<file path="src/glh_pkg.sv">
// glh_pkg: shared types, widths, register indexes and the arctangent table
// for the ground plane line heading pipeline. No dependencies.

package glh_pkg;

    localparam int OFFS_W   = 13;   // roi offset registers, signed
    localparam int REG_W    = 16;   // widest configuration register
    localparam int OUT_W    = 16;   // heading output
    localparam int IDX_W    = 2;    // configuration register index
    localparam int NORM_BIT = 40;   // cordic operands are normalized to this bit
    localparam int MAG_W    = NORM_BIT + 1;
    localparam int XY_W     = MAG_W + 3;   // cordic x/y with gain headroom and sign
    localparam int Z_W      = 32;          // cordic angle accumulator, Q30
    localparam int RQ_W     = 33;          // signed heading in Q30
    localparam int TABLE_LEN = 24;
    localparam int Q_FRAC   = 30;

    localparam logic [IDX_W-1:0] REG_ROI_X = 2'd0;
    localparam logic [IDX_W-1:0] REG_ROI_Y = 2'd1;
    localparam logic [IDX_W-1:0] REG_CAM_H = 2'd2;
    localparam logic [IDX_W-1:0] REG_FOCAL = 2'd3;

    localparam logic signed [RQ_W-1:0] PI_Q30      = 33'sd3373259426;
    localparam logic signed [RQ_W-1:0] HALF_PI_Q30 = 33'sd1686629713;

    typedef struct packed {
        logic signed [OFFS_W-1:0] roi_x;
        logic signed [OFFS_W-1:0] roi_y;
        logic [REG_W-1:0]         focal;
        logic                     cam_zero;
    } cfg_t;

    typedef struct packed {
        logic degen;
        logic dx_zero;
        logic dy_zero;
        logic pos;
    } side_t;

    // atan(2^-i) in Q30, truncated
    function automatic logic signed [Z_W-1:0] atan_q30(input int unsigned idx);
        logic signed [Z_W-1:0] v;
        case (idx)
            0:  v = 32'sd843314856;
            1:  v = 32'sd497837829;
            2:  v = 32'sd263043836;
            3:  v = 32'sd133525158;
            4:  v = 32'sd67021686;
            5:  v = 32'sd33543515;
            6:  v = 32'sd16775850;
            7:  v = 32'sd8388437;
            8:  v = 32'sd4194282;
            9:  v = 32'sd2097149;
            10: v = 32'sd1048575;
            11: v = 32'sd524287;
            12: v = 32'sd262143;
            13: v = 32'sd131071;
            14: v = 32'sd65535;
            15: v = 32'sd32767;
            16: v = 32'sd16383;
            17: v = 32'sd8191;
            18: v = 32'sd4095;
            19: v = 32'sd2047;
            20: v = 32'sd1023;
            21: v = 32'sd511;
            22: v = 32'sd255;
            23: v = 32'sd127;
            default: v = '0;
        endcase
        return v;
    endfunction

endpackage

</file>
<file path="src/glh_front.sv">
// glh_front: three pipeline stages that shift the endpoints by the roi offset,
// form the cross products and take their magnitudes. Depends on glh_pkg.

module glh_front #(
    parameter int COORD_BITS = 12
) (
    input  logic                        clk,
    input  logic                        rst_n,
    input  logic                        in_valid,
    input  logic [COORD_BITS-1:0]       start_x,
    input  logic [COORD_BITS-1:0]       start_y,
    input  logic [COORD_BITS-1:0]       end_x,
    input  logic [COORD_BITS-1:0]       end_y,
    input  glh_pkg::cfg_t               cfg,
    output logic                        out_valid,
    output logic [glh_pkg::MAG_W-1:0]   adx,
    output logic [glh_pkg::MAG_W-1:0]   ady,
    output glh_pkg::side_t              side
);

    localparam int SW   = ((COORD_BITS + 1 > glh_pkg::OFFS_W) ?
                           COORD_BITS + 1 : glh_pkg::OFFS_W) + 1;
    localparam int DW   = SW + 1;
    localparam int P_W  = 2 * SW;
    localparam int DX_W = P_W + 1;
    localparam int DY_W = DW + glh_pkg::REG_W + 1;

    logic v1_reg, v1_next, v2_reg, v2_next, v3_reg, v3_next;

    logic signed [SW-1:0]   x0_reg, x0_next, y0_reg, y0_next;
    logic signed [SW-1:0]   x1_reg, x1_next, y1_reg, y1_next;
    logic                   dg1_reg, dg1_next;
    logic signed [P_W-1:0]  p0_reg, p0_next, p1_reg, p1_next;
    logic signed [DY_W-1:0] dy_reg, dy_next;
    logic                   dg2_reg, dg2_next;
    logic [glh_pkg::MAG_W-1:0] adx_reg, adx_next, ady_reg, ady_next;
    glh_pkg::side_t         side_reg, side_next;

    logic signed [DW-1:0]   dyd;
    logic signed [DX_W-1:0] dx;
    logic [DX_W-1:0]        adx_abs;
    logic [DY_W-1:0]        ady_abs;
    logic                   dx_pos, dy_pos;

    assign v1_next = in_valid;
    assign v2_next = v1_reg;
    assign v3_next = v2_reg;

    // stage 1: shift into the image-centre frame
    always_comb
    begin
        x0_next  = SW'($signed({1'b0, start_x})) - SW'(cfg.roi_x);
        y0_next  = SW'($signed({1'b0, start_y})) - SW'(cfg.roi_y);
        x1_next  = SW'($signed({1'b0, end_x})) - SW'(cfg.roi_x);
        y1_next  = SW'($signed({1'b0, end_y})) - SW'(cfg.roi_y);
        dg1_next = (y0_next == '0) || (y1_next == '0) || cfg.cam_zero;
    end

    // stage 2: products, camera height cancels out
    always_comb
    begin
        dyd      = DW'(y0_reg) - DW'(y1_reg);
        p0_next  = P_W'(x1_reg) * P_W'(y0_reg);
        p1_next  = P_W'(x0_reg) * P_W'(y1_reg);
        dy_next  = DY_W'(dyd) * DY_W'($signed({1'b0, cfg.focal}));
        dg2_next = dg1_reg;
    end

    // stage 3: magnitudes and quadrant flags
    always_comb
    begin
        dx       = DX_W'(p0_reg) - DX_W'(p1_reg);
        adx_abs  = dx[DX_W-1] ? DX_W'(-dx) : DX_W'(dx);
        ady_abs  = dy_reg[DY_W-1] ? DY_W'(-dy_reg) : DY_W'(dy_reg);
        adx_next = glh_pkg::MAG_W'(adx_abs);
        ady_next = glh_pkg::MAG_W'(ady_abs);
        dx_pos   = !dx[DX_W-1] && (dx != '0);
        dy_pos   = !dy_reg[DY_W-1] && (dy_reg != '0);
        side_next.degen   = dg2_reg;
        side_next.dx_zero = (dx == '0);
        side_next.dy_zero = (dy_reg == '0);
        side_next.pos     = (dy_reg != '0) && (dy_pos == dx_pos);
    end

    always_ff @(posedge clk or negedge rst_n)
    begin
        if (!rst_n)
        begin
            v1_reg <= 1'b0;
            v2_reg <= 1'b0;
            v3_reg <= 1'b0;
        end
        else
        begin
            v1_reg <= v1_next;
            v2_reg <= v2_next;
            v3_reg <= v3_next;
        end
    end

    always_ff @(posedge clk)
    begin
        x0_reg   <= x0_next;
        y0_reg   <= y0_next;
        x1_reg   <= x1_next;
        y1_reg   <= y1_next;
        dg1_reg  <= dg1_next;
        p0_reg   <= p0_next;
        p1_reg   <= p1_next;
        dy_reg   <= dy_next;
        dg2_reg  <= dg2_next;
        adx_reg  <= adx_next;
        ady_reg  <= ady_next;
        side_reg <= side_next;
    end

    assign out_valid = v3_reg;
    assign adx       = adx_reg;
    assign ady       = ady_reg;
    assign side      = side_reg;

endmodule

</file>
<file path="config.mk">
export PLATFORM = sky130hd
export DESIGN_NAME = glh_front
export DESIGN_NICKNAME = d
export VERILOG_FILES = /design/src/glh_pkg.sv /design/src/glh_front.sv
export SDC_FILE = /design/constraint.sdc
export NUM_CORES = 2
export LEC_CHECK = 0
export BUFFER_PORTS_ARGS = -buffer_cell sky130_fd_sc_hd__buf_2
export CAP_MARGIN = 40
export CORE_MARGIN = 2
export CORE_UTILIZATION = 62
export DETAILED_ROUTE_END_ITERATION = 16
export PLACE_DENSITY = 0.81
export SYNTH_ARGS = -nofsm -noshare
export SYNTH_HDL_FRONTEND = slang
export SYNTH_SLANG_ARGS = --single-unit
</file>
<file path="constraint.sdc">
create_clock -name clk -period 20.9 [get_ports clk]
set_clock_uncertainty 0.15 [all_clocks]
set_input_delay 2.09 -clock clk [delete_from_list [all_inputs] [get_ports clk]]
set_output_delay 2.09 -clock clk [all_outputs]
set_load 0.05 [all_outputs]
</file>
==> flow_summary.json <==
{
  "first_iter_violations": 1766,
  "drc": 0,
  "routed_wl_mm": 78.4,
  "ys_seq_elements": 214,
  "yosysTopAreaCellShare_pct": 35.1,
  "fill_cells": 4011,
  "avgSynthCellArea_um2": 9.14,
  "hpwl_mm": 64.0,
  "status": "finished clean",
  "ys_dominant_reg_cell": "dfxtp_1",
  "layout-drive-gt1-share_pct": 7.25,
  "drtAntennaViolNets": 0,
  "rows": 84,
  "synth.largest_area_cell": "fa_1",
  "cp_max_fo": 17,
  "cts_tree": "done",
  "vias_per_cell": 5.58,
  "overflow": 0,
  "syn_to_final_growth_pct": 6.94,
  "final_util_pct": 67.0,
  "hold_path_class": "reg2reg",
  "yosys.cell_types.count": 86,
  "tightest_slew_ps": 838,
  "coreArea_mm2": 0.0524,
  "first_pass_iters": 5,
  "synthArstFlopShare_pct": 1.40,
  "grt.total_usage_pct": 30.0,
  "synth_edf_count": 0,
  "die_x_um": 234,
  "yosys-top-cells-area": "fa_1 (35%), ha_1 (13%), dfxtp_1 (13%), inv_1 (8.0%), nand2_1 (4.8%)",
  "antenna_found_initial": 3,
  "reg2reg_slack_ps": 11750,
  "slowest_delay_ps": 640,
  "port_buffers": 159,
  "cts_setup_buffers": 0,
  "vias": 24600,
  "path_clk_slew_ps": 70,
  "hold_viol_final": 0,
  "dieHeight_um": 234,
  "post-place-ws_ps": 11920,
  "setup_tns_ps": 0,
  "worst_slew_margin_rel_pct": 42.7,
  "ys_warn_count": 0,
  "htree_levels": 1,
  "grt_pass1_vias": 26000,
  "antennaDiodeCount": 0,
  "cts-root-buf": "clkbuf_16",
  "fin_crit_ps": 9150,
  "slew_viol_final": 0,
  "cap_violations": 0,
  "cp_common_cell": "fa_1",
  "clock-sinks": 214,
  "clkLatencyLatePin_ps": 590,
  "crit_path_top_delay_cell": "dfxtp_1",
  "cts_inserted_buffers": 27,
  "crit_type": "reg2reg",
  "num-nets-final": 4712,
  "die_area_mm2": 0.0549,
  "hold_buffers": 0,
  "io_pins": 181,
  "post-route-period-util_pct": 43.8,
  "required_ps": 21260,
  "gp_congestion": 0.938,
  "setup_violations": 0,
  "start_kind": "register",
  "endpoint_kind": "register",
  "grt_max_degree": 21,
  "finalWorstSetupSlack_ps": 11750,
  "wl_per_cell_um": 17.8,
  "max_freq_mhz": 109,
  "grt_first_pass_wirelength_mm": 129,
  "clockBufferDepth": 3,
  "post_cts_resized": 0,
  "synthCells": 3598,
  "start_util_pct": 62.7,
  "rsz0062_at_grt": "no",
  "crit_arrival_ps": 9510,
  "ys_seq_area_share_pct": 13.1,
  "syn_area_mm2": 0.0329
}
-- logic make-up (layout without fill, tap and decap cells) --
logic type,after synthesis,in the layout,share of synthesized area (%)
xor gates and xnor gates,197,197,5.27
DFF,214,214,13.1
buffers and inverters,821,925,9.64
and+or+nand+nor,1036,1036,15.6
muxes,4,4,0.126
AOI/OAI and AO/OA,408,408,8.22
other,1,21,0.0114
adders and majority gates,917,917,48.1
-- layout by cell type (no fill, tap or decap), drive strengths merged, types with 21 or more instances in the layout --
cell type / netlist / final
fa: 577 / 577
nand2b: 63 / 63
conb: 1 / 21
nand2: 417 / 417
nor2b: 39 / 39
buf: 24 / 175
xor2: 46 / 46
nor2: 128 / 128
inv: 700 / 706
a21oi: 107 / 107
nand3: 30 / 30
a21o: 42 / 42
dfxtp: 211 / 211
and3: 22 / 22
ha: 340 / 340
clkbuf: 97 / 32
and2: 241 / 241
xnor2: 151 / 151
a21boi: 21 / 21
o21ai: 92 / 92
nor3: 35 / 35
-- worst paths after layout --
kind / start / end / depth (start not counted)
worst max-delay path: y0_reg[0] / dy_reg[31] / 33
worst min-delay path: dg2_reg / side[3] / 0
max in group asynchronous: rst_n / v2_reg / 1
worst max register to register: y0_reg[0] / dy_reg[31] / 33
worst min register to register: dg2_reg / side[3] / 0
min in group asynchronous: rst_n / out_valid / 1
-- metrics by stage --
stage	instance area, um^2	std cells	hold WS [ps]
after floorplan	32900	3618	160
after global placement	34200	4357	162
after detailed placement	34200	4360	162
after CTS	35200	4410	177
after global routing	35200	4410	183
final	35200	4410	169
-- synthesized netlist by cell type (3+ instances only) --
library cell and count:
and3_1 21, inv_1 700, o41ai_1 4, o21ai_0 90, and2_2 3, dfrtp_1 3, xnor2_1 150, clkbuf_1 97
nand2b_1 63, nor2b_1 39, o211ai_1 8, o21bai_1 16, nand4_1 9, a21oi_1 104, o311ai_0 3, o31a_1 6
a31oi_1 10, nor2_1 128, or2_2 12, nand3_1 30, and2_1 238, a311oi_1 4, nand2_1 417, a41oi_1 3
o2111ai_1 6, ha_1 340, or3_1 10, a211o_1 6, xor2_1 46, nor3_1 35, dfxtp_1 211, mux2i_1 3
a31o_2 8, nor4_1 10, o31ai_1 13, a21o_1 42, a21boi_0 21, buf_4 21, fa_1 577, a211oi_1 12
o21a_1 19, or4_1 4
-- per-layer routing --
layer / vias to the layer above / part of all wire (%) / track usage, %
met1: 12200 / 39 / 37.1
met5: - / 0.045 / 0
met3: 226 / 7.8 / 5.85
li1: 11300 / - / -
met4: 6 / 5.3 / 14.3
met2: 829 / 48 / 50.7
-- cell type report --
type / instances / area (um^2) / area share (%)
multi-input combinational: 2583 / 25500 / 72.5
timing repair buffer: 175 / 927 / 2.64
inverter: 700 / 2630 / 7.47
clock buffer: 32 / 744 / 2.12
tap: 688 / 861 / 2.45
clock inverter: 18 / 195 / 0.555
sequential: 214 / 4300 / 12.2
-- critical path, delay by kind of cell (launching register included) --
family	cells	cell delay, ps
compound gates	15	3570
xor+xnor	1	140
fa+ha+maj	9	3810
buf+inv	4	240
flops	1	640
simple gates	4	530
Power is not shown: default switching activity piles up to over one toggle a cycle in this logic, so the estimate is an artifact.
