[src/glh_pkg.sv]
// glh_pkg: shared types, widths, register indexes and the arctangent table
// for the ground plane line heading pipeline. No dependencies.

package glh_pkg;

    localparam int OFFS_W   = 13;   // roi offset registers, signed
    localparam int REG_W    = 16;   // widest configuration register
    localparam int OUT_W    = 16;   // heading output
    localparam int IDX_W    = 2;    // configuration register index
    localparam int NORM_BIT = 40;   // cordic operands are normalized to this bit
    localparam int MAG_W    = NORM_BIT + 1;
    localparam int XY_W     = MAG_W + 3;   // cordic x/y with gain headroom and sign
    localparam int Z_W      = 32;          // cordic angle accumulator, Q30
    localparam int RQ_W     = 33;          // signed heading in Q30
    localparam int TABLE_LEN = 24;
    localparam int Q_FRAC   = 30;

    localparam logic [IDX_W-1:0] REG_ROI_X = 2'd0;
    localparam logic [IDX_W-1:0] REG_ROI_Y = 2'd1;
    localparam logic [IDX_W-1:0] REG_CAM_H = 2'd2;
    localparam logic [IDX_W-1:0] REG_FOCAL = 2'd3;

    localparam logic signed [RQ_W-1:0] PI_Q30      = 33'sd3373259426;
    localparam logic signed [RQ_W-1:0] HALF_PI_Q30 = 33'sd1686629713;

    typedef struct packed {
        logic signed [OFFS_W-1:0] roi_x;
        logic signed [OFFS_W-1:0] roi_y;
        logic [REG_W-1:0]         focal;
        logic                     cam_zero;
    } cfg_t;

    typedef struct packed {
        logic degen;
        logic dx_zero;
        logic dy_zero;
        logic pos;
    } side_t;

    // atan(2^-i) in Q30, truncated
    function automatic logic signed [Z_W-1:0] atan_q30(input int unsigned idx);
        logic signed [Z_W-1:0] v;
        case (idx)
            0:  v = 32'sd843314856;
            1:  v = 32'sd497837829;
            2:  v = 32'sd263043836;
            3:  v = 32'sd133525158;
            4:  v = 32'sd67021686;
            5:  v = 32'sd33543515;
            6:  v = 32'sd16775850;
            7:  v = 32'sd8388437;
            8:  v = 32'sd4194282;
            9:  v = 32'sd2097149;
            10: v = 32'sd1048575;
            11: v = 32'sd524287;
            12: v = 32'sd262143;
            13: v = 32'sd131071;
            14: v = 32'sd65535;
            15: v = 32'sd32767;
            16: v = 32'sd16383;
            17: v = 32'sd8191;
            18: v = 32'sd4095;
            19: v = 32'sd2047;
            20: v = 32'sd1023;
            21: v = 32'sd511;
            22: v = 32'sd255;
            23: v = 32'sd127;
            default: v = '0;
        endcase
        return v;
    endfunction

endpackage

[src/glh_norm.sv]
// glh_norm: pipelined normalizer that shifts both magnitudes left until the
// larger one has its top bit set, two shift steps per stage. Depends on glh_pkg.

module glh_norm (
    input  logic                        clk,
    input  logic                        rst_n,
    input  logic                        in_valid,
    input  logic [glh_pkg::MAG_W-1:0]   in_a,
    input  logic [glh_pkg::MAG_W-1:0]   in_b,
    input  glh_pkg::side_t              in_side,
    output logic                        out_valid,
    output logic [glh_pkg::MAG_W-1:0]   out_a,
    output logic [glh_pkg::MAG_W-1:0]   out_b,
    output glh_pkg::side_t              out_side
);

    localparam int NORM_STAGES = 3;   // shifts 32,16 | 8,4 | 2,1

    logic [NORM_STAGES-1:0]      v_reg, v_next;
    logic [glh_pkg::MAG_W-1:0]   a_reg [NORM_STAGES];
    logic [glh_pkg::MAG_W-1:0]   a_next [NORM_STAGES];
    logic [glh_pkg::MAG_W-1:0]   b_reg [NORM_STAGES];
    logic [glh_pkg::MAG_W-1:0]   b_next [NORM_STAGES];
    glh_pkg::side_t              side_reg [NORM_STAGES];
    glh_pkg::side_t              side_next [NORM_STAGES];

    for (genvar s = 0; s < NORM_STAGES; s++)
    begin : g_stage
        localparam int K_HI = 1 << (2 * (NORM_STAGES - 1 - s) + 1);
        localparam int K_LO = K_HI / 2;

        logic [glh_pkg::MAG_W-1:0] a_in, b_in;
        glh_pkg::side_t            side_in;
        logic                      v_in;

        if (s == 0)
        begin : g_first
            assign a_in    = in_a;
            assign b_in    = in_b;
            assign side_in = in_side;
            assign v_in    = in_valid;
        end
        else
        begin : g_rest
            assign a_in    = a_reg[s-1];
            assign b_in    = b_reg[s-1];
            assign side_in = side_reg[s-1];
            assign v_in    = v_reg[s-1];
        end

        always_comb
        begin : shift
            logic [glh_pkg::MAG_W-1:0] a, b, m;
            a = a_in;
            b = b_in;
            m = a_in | b_in;
            if (m[glh_pkg::MAG_W-1 -: K_HI] == '0)
            begin
                a = a << K_HI;
                b = b << K_HI;
                m = m << K_HI;
            end
            if (m[glh_pkg::MAG_W-1 -: K_LO] == '0)
            begin
                a = a << K_LO;
                b = b << K_LO;
            end
            a_next[s]    = a;
            b_next[s]    = b;
            side_next[s] = side_in;
            v_next[s]    = v_in;
        end

        always_ff @(posedge clk)
        begin
            a_reg[s]    <= a_next[s];
            b_reg[s]    <= b_next[s];
            side_reg[s] <= side_next[s];
        end
    end

    always_ff @(posedge clk or negedge rst_n)
    begin
        if (!rst_n)
            v_reg <= '0;
        else
            v_reg <= v_next;
    end

    assign out_valid = v_reg[NORM_STAGES-1];
    assign out_a     = a_reg[NORM_STAGES-1];
    assign out_b     = b_reg[NORM_STAGES-1];
    assign out_side  = side_reg[NORM_STAGES-1];

endmodule

[config.mk]
export PLATFORM = sky130hd
export DESIGN_NAME = glh_norm
export DESIGN_NICKNAME = d
export VERILOG_FILES = /design/src/glh_pkg.sv /design/src/glh_norm.sv
export SDC_FILE = /design/constraint.sdc
export NUM_CORES = 1
export LEC_CHECK = 0
export ABC_AREA = 0
export ABC_CLOCK_PERIOD_IN_PS = 1910
export BUFFER_PORTS_ARGS = -buffer_cell sky130_fd_sc_hd__buf_2
export CAP_MARGIN = 25
export CELL_PAD_IN_SITES_DETAIL_PLACEMENT = 0
export CELL_PAD_IN_SITES_GLOBAL_PLACEMENT = 2
export CORE_ASPECT_RATIO = 1.75
export CORE_MARGIN = 2
export CORE_UTILIZATION = 33
export CTS_CLUSTER_SIZE = 28
export DETAILED_ROUTE_END_ITERATION = 12
export PLACE_DENSITY_LB_ADDON = 0.1
export SYNTH_ARGS = -nofsm -noshare
export SYNTH_HDL_FRONTEND = slang
export SYNTH_SLANG_ARGS = --single-unit
export TNS_END_PERCENT = 20
[constraint.sdc]
create_clock -name clk -period 1.91 [get_ports clk]
set_input_delay 0.382 -clock clk [delete_from_list [all_inputs] [get_ports clk]]
set_output_delay 0.382 -clock clk [all_outputs]
set_load 0.1 [all_outputs]
==> impl_metrics.csv, run 1 <==
group,metric,value,unit
logic_synthesis,synthMuxAreaShare,20.8,%
drt,wl_met2,16200,um
logic_synthesis,seq_area_frac_synth,50.1,%
logic_synthesis,ys_types,46,
floorplan,core-area,31300,um^2
drt,vias,7339,
logic_synthesis,yosys_warnings,0,
worst_setup_path,crit_fanout,15,
floorplan,start_util,33.4,%
worst_hold_path,min_from,"in_b[9]",
sta,grt_setup_unrepaired,"yes",
logic_synthesis,synth-seq-cells,261,
drt,wl_met1,11800,um
drt,drt-initial-drc-count,205,
drt,routed_wl,30500,um
floorplan,io-pin-count,176,
clocking,cts_buffers,25,
sta,max_freq,0.505,GHz
sta,max_slew.worst_pin.slew,0.504,ns
pwr,p_per_area,1010,nW/um^2
worst_setup_path,r2r-end,"b_reg[0][57]",
status,violations,"negative setup slack",
logic_synthesis,synth_fa_ha_area_share,0,%
sta,worst_slack,-0.0721,ns
logic_synthesis,yosys.area_share.xor_xnor,0,%
pwr,total_power,13500,uW
worst_setup_path,worstSetupPathType,"reg -> reg",
logic_synthesis,synth_top_area_share,49.4,%
sta,relSlewSlack,66.6,%
sta,setup_viol,2,
worst_setup_path,reg2reg_from,"b_reg[0][29]",
sta,finalHoldViolCount,0,
pwr,vdd_ir_drop_max,0.000712,V
placed_design,globalplace.congestion,0.910,
finish,n_fill_cell,3098,
floorplan,die-height,239,um
logic_synthesis,syn_area,10400,um^2
placed_design,io_buffers,175,
logic_synthesis,yosysTopAreaCell,"dfxtp_1",
drt,drt-pass1-iter-count,4,
worst_setup_path,worstPathArrival,2.41,ns
worst_setup_path,path_cells,"or4_4 > o211a_4 > nor2_8 > buf_12 > buf_4 > a211oi_1 > a31oi_1",
worst_setup_path,required,2.34,ns
finish,instances_no_fill,1573,
clocking,clock_path_buffers,3,
clocking,cts_tree,"yes",
drt,drc_errors,0,
finish,seqCellArea,5240,um^2
drt,wl_met3,1200,um
logic_synthesis,synth_cells,934,
grt,antenna_found_initial,0,
logic_synthesis,synth_top_family_by_area,"multiplexers",
grt,track_usage,18.0,%
grt,grt_pass1_wl,45800,um
worst_setup_path,r2r_slack,-0.07,ns
worst_setup_path,cp_slowest_cell,"or4_4",
floorplan,die-area,33200,um^2
grt,overflow,0,
sta,tns,-0.0799,ns
drt,vias_per_cell,4.67,
job,maxCapViolations,0,
worst_hold_path,hold_path.class,"in -> reg",
worst_setup_path,end_kind,"register",
grt,grt_max_degree,38,
drt,highest_layer,"met4",
worst_hold_path,whs_path_depth,2,
logic_synthesis,syn_avg_cell_area,11.2,um^2
grt,grt_pass1_vias,7670,
finish,multi_input_area,4390,um^2
floorplan,fp.dieW,139,um
finish,layout-drive-gt1-share,36.5,%
logic_synthesis,async_flop_share,1.15,%
clocking,clock_latency,0.54,ns
worst_setup_path,crit_family,"simple AND/OR/NAND/NOR gates",
worst_setup_path,critPathLaunchType,"register",
clocking,h-tree-depth,1,
logic_synthesis,ys.flop_type,"dfxtp_1",
pwr,leakage,0.00600,uW
finish,antenna_cells,0,
clocking,clock-sinks,261,
placed_design,dp_cells,1515,
status,status,"finished with violations",
logic_synthesis,yosys.area_share.simple,9.12,%
logic_synthesis,synth-compound-area-share,10.7,%
sta,fin_skew,0.0203,ns
worst_setup_path,reg2reg_depth,7,
worst_setup_path,slowest_delay,0.57,ns
placed_design,dpl.hpwl,25000,um
sta,finalMaxSlewViolations,0,
worst_setup_path,path_buf_inv,2,
worst_hold_path,hold_end,"b_reg[0][25]",
finish,layout-area-overhead-vs-synth,27.1,%
finish,final_net_count,1247,
sta,holdWs,0.112,ns
drt,wl_per_cell,19.4,um
clocking,clkTransAtPathRegs,0.07,ns
logic_synthesis,synth_edf_count,0,
sta,timing.final.crit_share,104,%
logic_synthesis,syn_nets,1023,
drt,postRouteAntennaNets,0,
logic_synthesis,synthTopCellsByArea,"dfxtp_1 49%, mux2i_1 20%, buf_4 6.5%, and2_1 2.7%, a22o_1 2.2%",
floorplan,rows,86,
sta,fin_crit,1.98,ns
clocking,root_buffer,"clkbuf_16",
## cell usage in the layout, fill, tap and decap left out, types with 18 or more instances in the layout
cell / netlist / final
a22o_1: 26 / 26
a21oi_1: 41 / 39
buf_4: 91 / 139
buf_2: 21 / 175
clkbuf_16: 0 / 26
nand2_1: 20 / 20
nor2_1: 19 / 19
mux2i_1: 208 / 198
o221a_2: 18 / 18
and2_1: 45 / 45
nor4_1: 24 / 22
dfxtp_1: 258 / 257
## metrics by stage
step                      utilization [%]  area [um^2]  setup WS (ns)
final                                42.4        13300        -0.0721
after global routing                 42.4        13300        -0.0896
after CTS                            41.9        13100        -0.0419
after detailed placement             38.9        12200         -0.346
after global placement               38.9        12200         -0.375
after floorplan                         -        10400         0.0220
## report_power, final
part | leakage, uW | internal, uW | switching, uW | total (uW)
Clock | 0.000419 | 2960 | 2060 | 5020
Combinational | 0.00337 | 644 | 1790 | 2430
Sequential | 0.00221 | 5820 | 207 | 6030
## layout make-up
class | count | share of cell area, %
Clock buffer | 35 | 5.52
Clock inverter | 11 | 0.914
Inverter | 6 | 0.170
Multi-Input combinational cell | 528 | 33.0
Sequential cell | 261 | 39.5
Tap cell | 396 | 3.73
Timing Repair Buffer | 336 | 17.2
## worst register-to-register path, stage by stage (launching register included)
cell and delay (ns):
dfxtp_1 0.31, or4_4 0.57, o211a_4 0.29, nor2_8 0.13, buf_12 0.16, buf_4 0.14
a211oi_1 0.04, a31oi_1 0.24
## logic make-up (layout without fill, tap and decap cells)
kind of cell | after synthesis | count (layout)
flops | 261 | 261
mux | 212 | 212
simple gates | 163 | 163
compound gates | 153 | 153
buf+inv | 145 | 388
## Yosys cell counts, drive strengths merged, types with 3 or more instances
| cell type | count |
|---|---|
| or2 | 3 |
| dfrtp | 3 |
| or2b | 4 |
| mux4 | 4 |
| inv | 6 |
| nor3 | 7 |
| a21oi | 41 |
| a22o | 26 |
| o221a | 18 |
| nand4 | 5 |
| buf | 121 |
| a211oi | 11 |
| a31oi | 8 |
| mux2i | 208 |
| a21o | 14 |
| and2 | 45 |
| nor2 | 21 |
| nand2 | 21 |
| nand3 | 5 |
| dfxtp | 258 |
| nor2b | 8 |
| o21ai | 16 |
| clkbuf | 18 |
| or4 | 3 |
| o21a | 4 |
| nand2b | 15 |
| a221oi | 8 |
| nor4 | 25 |
## metal layers
| layer | track usage [%] | up-vias |
|---|---|---|
| met2 | 34.6 | 205 |
| met5 | 0 | - |
| met1 | 19.8 | 3371 |
| met4 | 7.17 | 0 |
| li1 | - | 3714 |
| met3 | 2.14 | 49 |
## worst max-delay path by stage
stage                             from           end  slack [ns]  depth (start not counted)
after floorplan           b_reg[0][81]  a_reg[0][86]        0.02                          5
after global placement        in_a[27]  b_reg[0][40]       -0.38                          8
after global routing      b_reg[0][31]  b_reg[0][57]       -0.09                          7
after CTS                 b_reg[0][29]  b_reg[0][57]       -0.04                          7
final                     b_reg[0][29]  b_reg[0][57]       -0.07                          7
after detailed placement      in_a[27]  a_reg[0][24]       -0.35                          7
## what timing repair did
action / 4_1_cts / 5_1_grt
setup endpoints to repair: 61 / 43
cloned: 0 / 1
gates resized for setup: 10 / 23
setup buffers: 0 / 5
hold buffers: 6 / 0
pin swaps: 0 / 2
hold endpoints to repair: 8 / 0
Note: power is estimated with default switching activity, not from simulation.
==> inputs of run 2 (changes only) <==
SKIP_CTS_REPAIR_TIMING = 1   (was default)
==> impl_metrics.csv, run 2 (synthesized netlist as in run 1, its figures left out) <==
group,metric,value,unit
worst_setup_path,cp_slowest_cell,"or4_4",
pwr,vdd_ir_drop_max,0.000712,V
worst_setup_path,worstPathArrival,2.45,ns
drt,postRouteAntennaNets,0,
clocking,h-tree-depth,1,
sta,worst_slack,-0.112,ns
pwr,p_per_area,1010,nW/um^2
grt,grt_pass1_wl,45600,um
clocking,clkTransAtPathRegs,0.07,ns
grt,grt_pass1_vias,7619,
drt,vias,7342,
sta,grt_setup_unrepaired,"yes",
status,status,"finished with violations",
worst_setup_path,critPathLaunchType,"register",
drt,drc_errors,0,
drt,wl_per_cell,19.4,um
floorplan,die-area,33200,um^2
sta,fin_skew,0.0202,ns
finish,instances_no_fill,1574,
grt,antenna_found_initial,0,
clocking,root_buffer,"clkbuf_16",
worst_setup_path,slowest_delay,0.57,ns
worst_setup_path,critPathLaunch,"a_reg[0][30]",
drt,routed_wl,30600,um
floorplan,core-area,31300,um^2
job,maxCapViolations,0,
worst_setup_path,crit_fanout,8,
sta,finalHoldViolCount,0,
grt,overflow,0,
sta,timing.final.crit_share,106,%
worst_hold_path,hold_path.class,"in -> reg",
floorplan,start_util,33.4,%
floorplan,die-height,239,um
sta,max_freq,0.495,GHz
worst_setup_path,worstSetupPathType,"reg -> reg",
placed_design,io_buffers,175,
sta,fin_crit,2.02,ns
drt,drt-initial-drc-count,247,
sta,max_slew.worst_pin.slew,0.504,ns
sta,tns,-1.41,ns
sta,relSlewSlack,66.6,%
worst_setup_path,required,2.34,ns
worst_setup_path,path_cells,"or4_4 > o211a_4 > nor2_8 > buf_12 > buf_6 > a211oi_1 > a31oi_1",
finish,n_fill_cell,3093,
finish,final_net_count,1248,
drt,drt-pass1-iter-count,4,
grt,track_usage,17.9,%
finish,layout_common_cells,"257 x dfxtp_1, 200 x mux2i_1, 175 x buf_2",
finish,layout-drive-gt1-share,36.3,%
clocking,clock-sinks,261,
worst_setup_path,reg2reg_from,"a_reg[0][30]",
sta,holdWs,0.113,ns
sta,setup_viol,33,
placed_design,globalplace.congestion,0.910,
placed_design,dpl.hpwl,25000,um
status,violations,"negative setup slack",
clocking,clock_latency,0.54,ns
clocking,cts_buffers,25,
pwr,leakage,0.00603,uW
clocking,clock_path_buffers,3,
finish,final_cell_area,13300,um^2
finish,antenna_cells,0,
worst_setup_path,end_kind,"register",
drt,vias_per_cell,4.66,
grt,grt_max_degree,38,
placed_design,placed_area,12200,um^2
clocking,cts_tree,"yes",
finish,layout-area-overhead-vs-synth,27.3,%
worst_hold_path,min_from,"in_b[9]",
floorplan,rows,86,
sta,finalMaxSlewViolations,0,
finish,final_common_cell,"dfxtp_1",
floorplan,io-pin-count,176,
placed_design,dp_cells,1515,
floorplan,fp.dieW,139,um
## run 2: worst max-delay path: cells and delay by family, from the launching register on
kind            cells  cell delay (ns)
simple gates        2             0.76
buf+inv             2             0.26
flops               1             0.32
compound gates      3             0.59
## run 2: power by group
| part | total, uW | internal (uW) | switching, uW |
|---|---|---|---|
| logic | 2430 | 643 | 1790 |
| registers | 6020 | 5820 | 206 |
| clock network | 5030 | 2960 | 2070 |
| total | 13500 | 9420 | 4070 |
## run 2: final timing paths
| kind | slack [ns] | endpoint | depth (start not counted) |
|---|---|---|---|
| worst min-delay path | 0.11 | b_reg[0][25] | 2 |
| max in group asynchronous | 1.62 | v_reg[2] | 2 |
| worst max register to register | -0.11 | b_reg[0][57] | 7 |
| worst max-delay path | -0.11 | b_reg[0][57] | 7 |
| min in group asynchronous | 0.18 | v_reg[0] | 2 |
| worst min register to register | 0.33 | side_reg[0][10] | 0 |
## run 2: area by class of cell
type	count	area, um^2	share of cell area (%)
Timing Repair Buffer	337	2310	17.4
Clock inverter	11	121	0.913
Clock buffer	35	733	5.51
Inverter	6	22.5	0.169
Tap cell	396	495	3.73
Multi-Input combinational cell	528	4380	32.9
Sequential cell	261	5240	39.4
## run 2: metal layers
metal	share of wire (%)	vias to the layer above	track usage [%]	routed length, um
li1	-	3713	-	-
met1	39	3400	19.7	11900
met2	53	178	34.5	16300
met3	3.6	51	2.14	1090
met4	4.1	0	7.17	1260
met5	0	-	0	0
## run 2: through the flow
step,setup slack (ns),utilization (%),power (uW)
finish,-0.112,42.5,13500
detailed placement,-0.346,38.9,8580
floorplan,0.0220,-,8050
CTS,-0.194,41.6,13600
global route,-0.129,42.5,14000
global placement,-0.375,38.9,8570
==> inputs of run 3 (changes only) <==
ABC_AREA = 1   (was 0)
ABC_CLOCK_PERIOD_IN_PS = default   (was 1910)
CORE_UTILIZATION = 28   (was 33)
==> impl_metrics.csv, run 3 <==
group,metric,value,unit
job,maxCapViolations,0,
drt,drc_errors,0,
placed_design,placed_area,12200,um^2
logic_synthesis,syn_area,11200,um^2
finish,n_fill_cell,4454,
finish,final_net_count,1757,
logic_synthesis,seq_area_frac_synth,46.6,%
worst_hold_path,whs_path_depth,3,
grt,track_usage,16.6,%
worst_hold_path,min_from,"in_b[25]",
pwr,total_power,13500,uW
logic_synthesis,yosysTopAreaCell,"dfxtp_1",
clocking,clock-sinks,261,
sta,finalHoldViolCount,0,
sta,timing.final.crit_share,92.3,%
finish,final_cell_area,13100,um^2
clocking,clkTransAtPathRegs,0.06,ns
drt,drt-pass1-iter-count,4,
finish,instances_no_fill,2181,
logic_synthesis,synth-seq-cells,261,
floorplan,fp.dieW,156,um
drt,wl_per_cell,16.2,um
drt,vias_per_cell,4.37,
logic_synthesis,netlist_top_cells_count,"571 x nand2_1, 258 x dfxtp_1, 135 x inv_1",
grt,grt_pass1_wl,54600,um
sta,fin_crit,1.76,ns
finish,layout-drive-gt1-share,16.1,%
worst_setup_path,required,2.32,ns
floorplan,die-area,41900,um^2
drt,drt-initial-drc-count,357,
sta,max_slew.worst_pin.slew,0.625,ns
sta,tns,0,ns
worst_setup_path,critPathLaunchType,"register",
grt,grt_max_degree,77,
clocking,clock_latency,0.53,ns
logic_synthesis,async_flop_share,1.15,%
finish,antenna_cells,0,
floorplan,die-height,269,um
grt,antenna_found_initial,0,
logic_synthesis,ys.flop_type,"dfxtp_1",
placed_design,dpl.hpwl,27800,um
worst_setup_path,crit_fanout,36,
worst_setup_path,end_kind,"register",
worst_setup_path,r2r_slack,0.15,ns
clocking,cts_tree,"yes",
floorplan,start_util,28.3,%
sta,setup_viol,0,
finish,layout_common_cells,"571 x nand2_1, 258 x dfxtp_1, 175 x buf_2",
logic_synthesis,synth_edf_count,0,
pwr,vdd_ir_drop_max,0.000517,V
sta,fin_skew,0.00906,ns
placed_design,io_buffers,175,
worst_hold_path,hold_path.class,"in -> reg",
grt,overflow,0,
drt,routed_wl,35300,um
placed_design,dp_cells,2129,
finish,layout-area-overhead-vs-synth,16.6,%
clocking,h-tree-depth,1,
status,status,"complete, no violations",
floorplan,rows,97,
clocking,root_buffer,"clkbuf_16",
grt,grt_pass1_vias,9696,
worst_setup_path,reg2reg_from,"b_reg[0][34]",
logic_synthesis,ys_types,24,
placed_design,globalplace.congestion,0.879,
worst_hold_path,hold_end,"b_reg[0][25]",
sta,finalMaxSlewViolations,0,
finish,fin_util,32.9,%
sta,grt_setup_unrepaired,"no",
drt,vias,9521,
floorplan,io-pin-count,176,
worst_setup_path,reg2reg_depth,8,
logic_synthesis,synth_cells,1598,
worst_setup_path,worstPathArrival,2.18,ns
logic_synthesis,syn_avg_cell_area,7.04,um^2
logic_synthesis,synth.most_common_cell,"nand2_1",
sta,max_freq,0.567,GHz
sta,relSlewSlack,58.0,%
logic_synthesis,syn_nets,1687,
drt,postRouteAntennaNets,0,
logic_synthesis,synth_top_area_share,45.9,%
worst_setup_path,r2r-end,"a_reg[0][58]",
pwr,p_per_area,1030,nW/um^2
floorplan,core-area,39800,um^2
logic_synthesis,yosys_warnings,0,
clocking,cts_buffers,25,
finish,seqCellArea,5240,um^2
worst_setup_path,worstSetupPathType,"reg -> reg",
finish,final_common_cell,"nand2_1",
logic_synthesis,synthTopCellsByArea,"dfxtp_1 46%, nand2_1 19%, buf_4 5.8%, nand3_1 5.4%, inv_1 4.5%",
finish,multi_input_area,4480,um^2
pwr,leakage,0.00664,uW
clocking,clock_path_buffers,3,
-- run 3: cell count changes after synthesis, moves of 45 or more --
| cell | before | now |
|---|---|---|
| and2_1 | 45 | 0 |
| inv_1 | 6 | 135 |
| mux2i_1 | 208 | 0 |
| nand2_1 | 20 | 571 |
| nand3_1 | 5 | 122 |
| nand4_1 | 5 | 79 |
| nor2_1 | 19 | 115 |
-- run 3: where the power goes --
group / switching [uW] / total [uW] / leakage (uW) / internal [uW]
Clock: 2110 / 4980 / 0.000403 / 2870
Sequential: 170 / 6000 / 0.00221 / 5830
Combinational: 2020 / 2500 / 0.00402 / 478
-- run 3: final cells by class --
| type | count | share of cell area (%) |
|---|---|---|
| clock buffers | 38 | 5.75 |
| clock inverters | 7 | 0.582 |
| inverters | 136 | 3.89 |
| multi-input cells | 1020 | 34.2 |
| flip-flops and latches | 261 | 40.0 |
| well taps | 495 | 4.72 |
| repair buffers | 224 | 10.9 |
-- run 3: layer usage --
layer | up-vias | GRT usage [%] | wire length, um
li1 | 5071 | - | -
met1 | 4191 | 20.3 | 15500
met2 | 207 | 29.3 | 17300
met3 | 52 | 2.39 | 1480
met4 | 0 | 6.01 | 1110
met5 | - | 0 | 0
-- run 3: logic make-up (layout without fill, tap and decap cells) --
logic type	Yosys count	after routing	synth area share [%]
simple gates	894	894	33.1
buf+inv	317	405	13.9
compound gates	126	126	6.40
flops	261	261	46.6
-- run 3: worst max-delay path by stage --
stage | start | endpoint | cells after the start
6_report | b_reg[0][34] | a_reg[0][58] | 8
4_1_cts | b_reg[0][35] | b_reg[0][62] | 8
5_1_grt | a_reg[0][37] | a_reg[0][47] | 7
3_5_place_dp | b_reg[0][36] | b_reg[0][45] | 7
2_1_floorplan | in_a[18] | a_reg[0][24] | 9
3_3_place_gp | b_reg[0][36] | b_reg[0][46] | 7
-- run 3: stage by stage --
stage | hold slack (ns) | setup WS (ns)
after floorplan | 0.0864 | 0.307
after global placement | 0.174 | 0.0633
after detailed placement | 0.180 | 0.0840
after CTS | -0.405 | 0.0734
after global routing | 0.0506 | 0.0220
final | 0.0638 | 0.147
-- run 3: worst max-delay path, cell delays in order (launching register included) --
cell      delay [ns]
dfxtp_1         0.37
nor2_1          0.12
nand2_1         0.09
nor2_4          0.24
o211ai_1        0.24
buf_4           0.21
buf_12          0.16
nand4_1         0.11
nand2_1         0.09
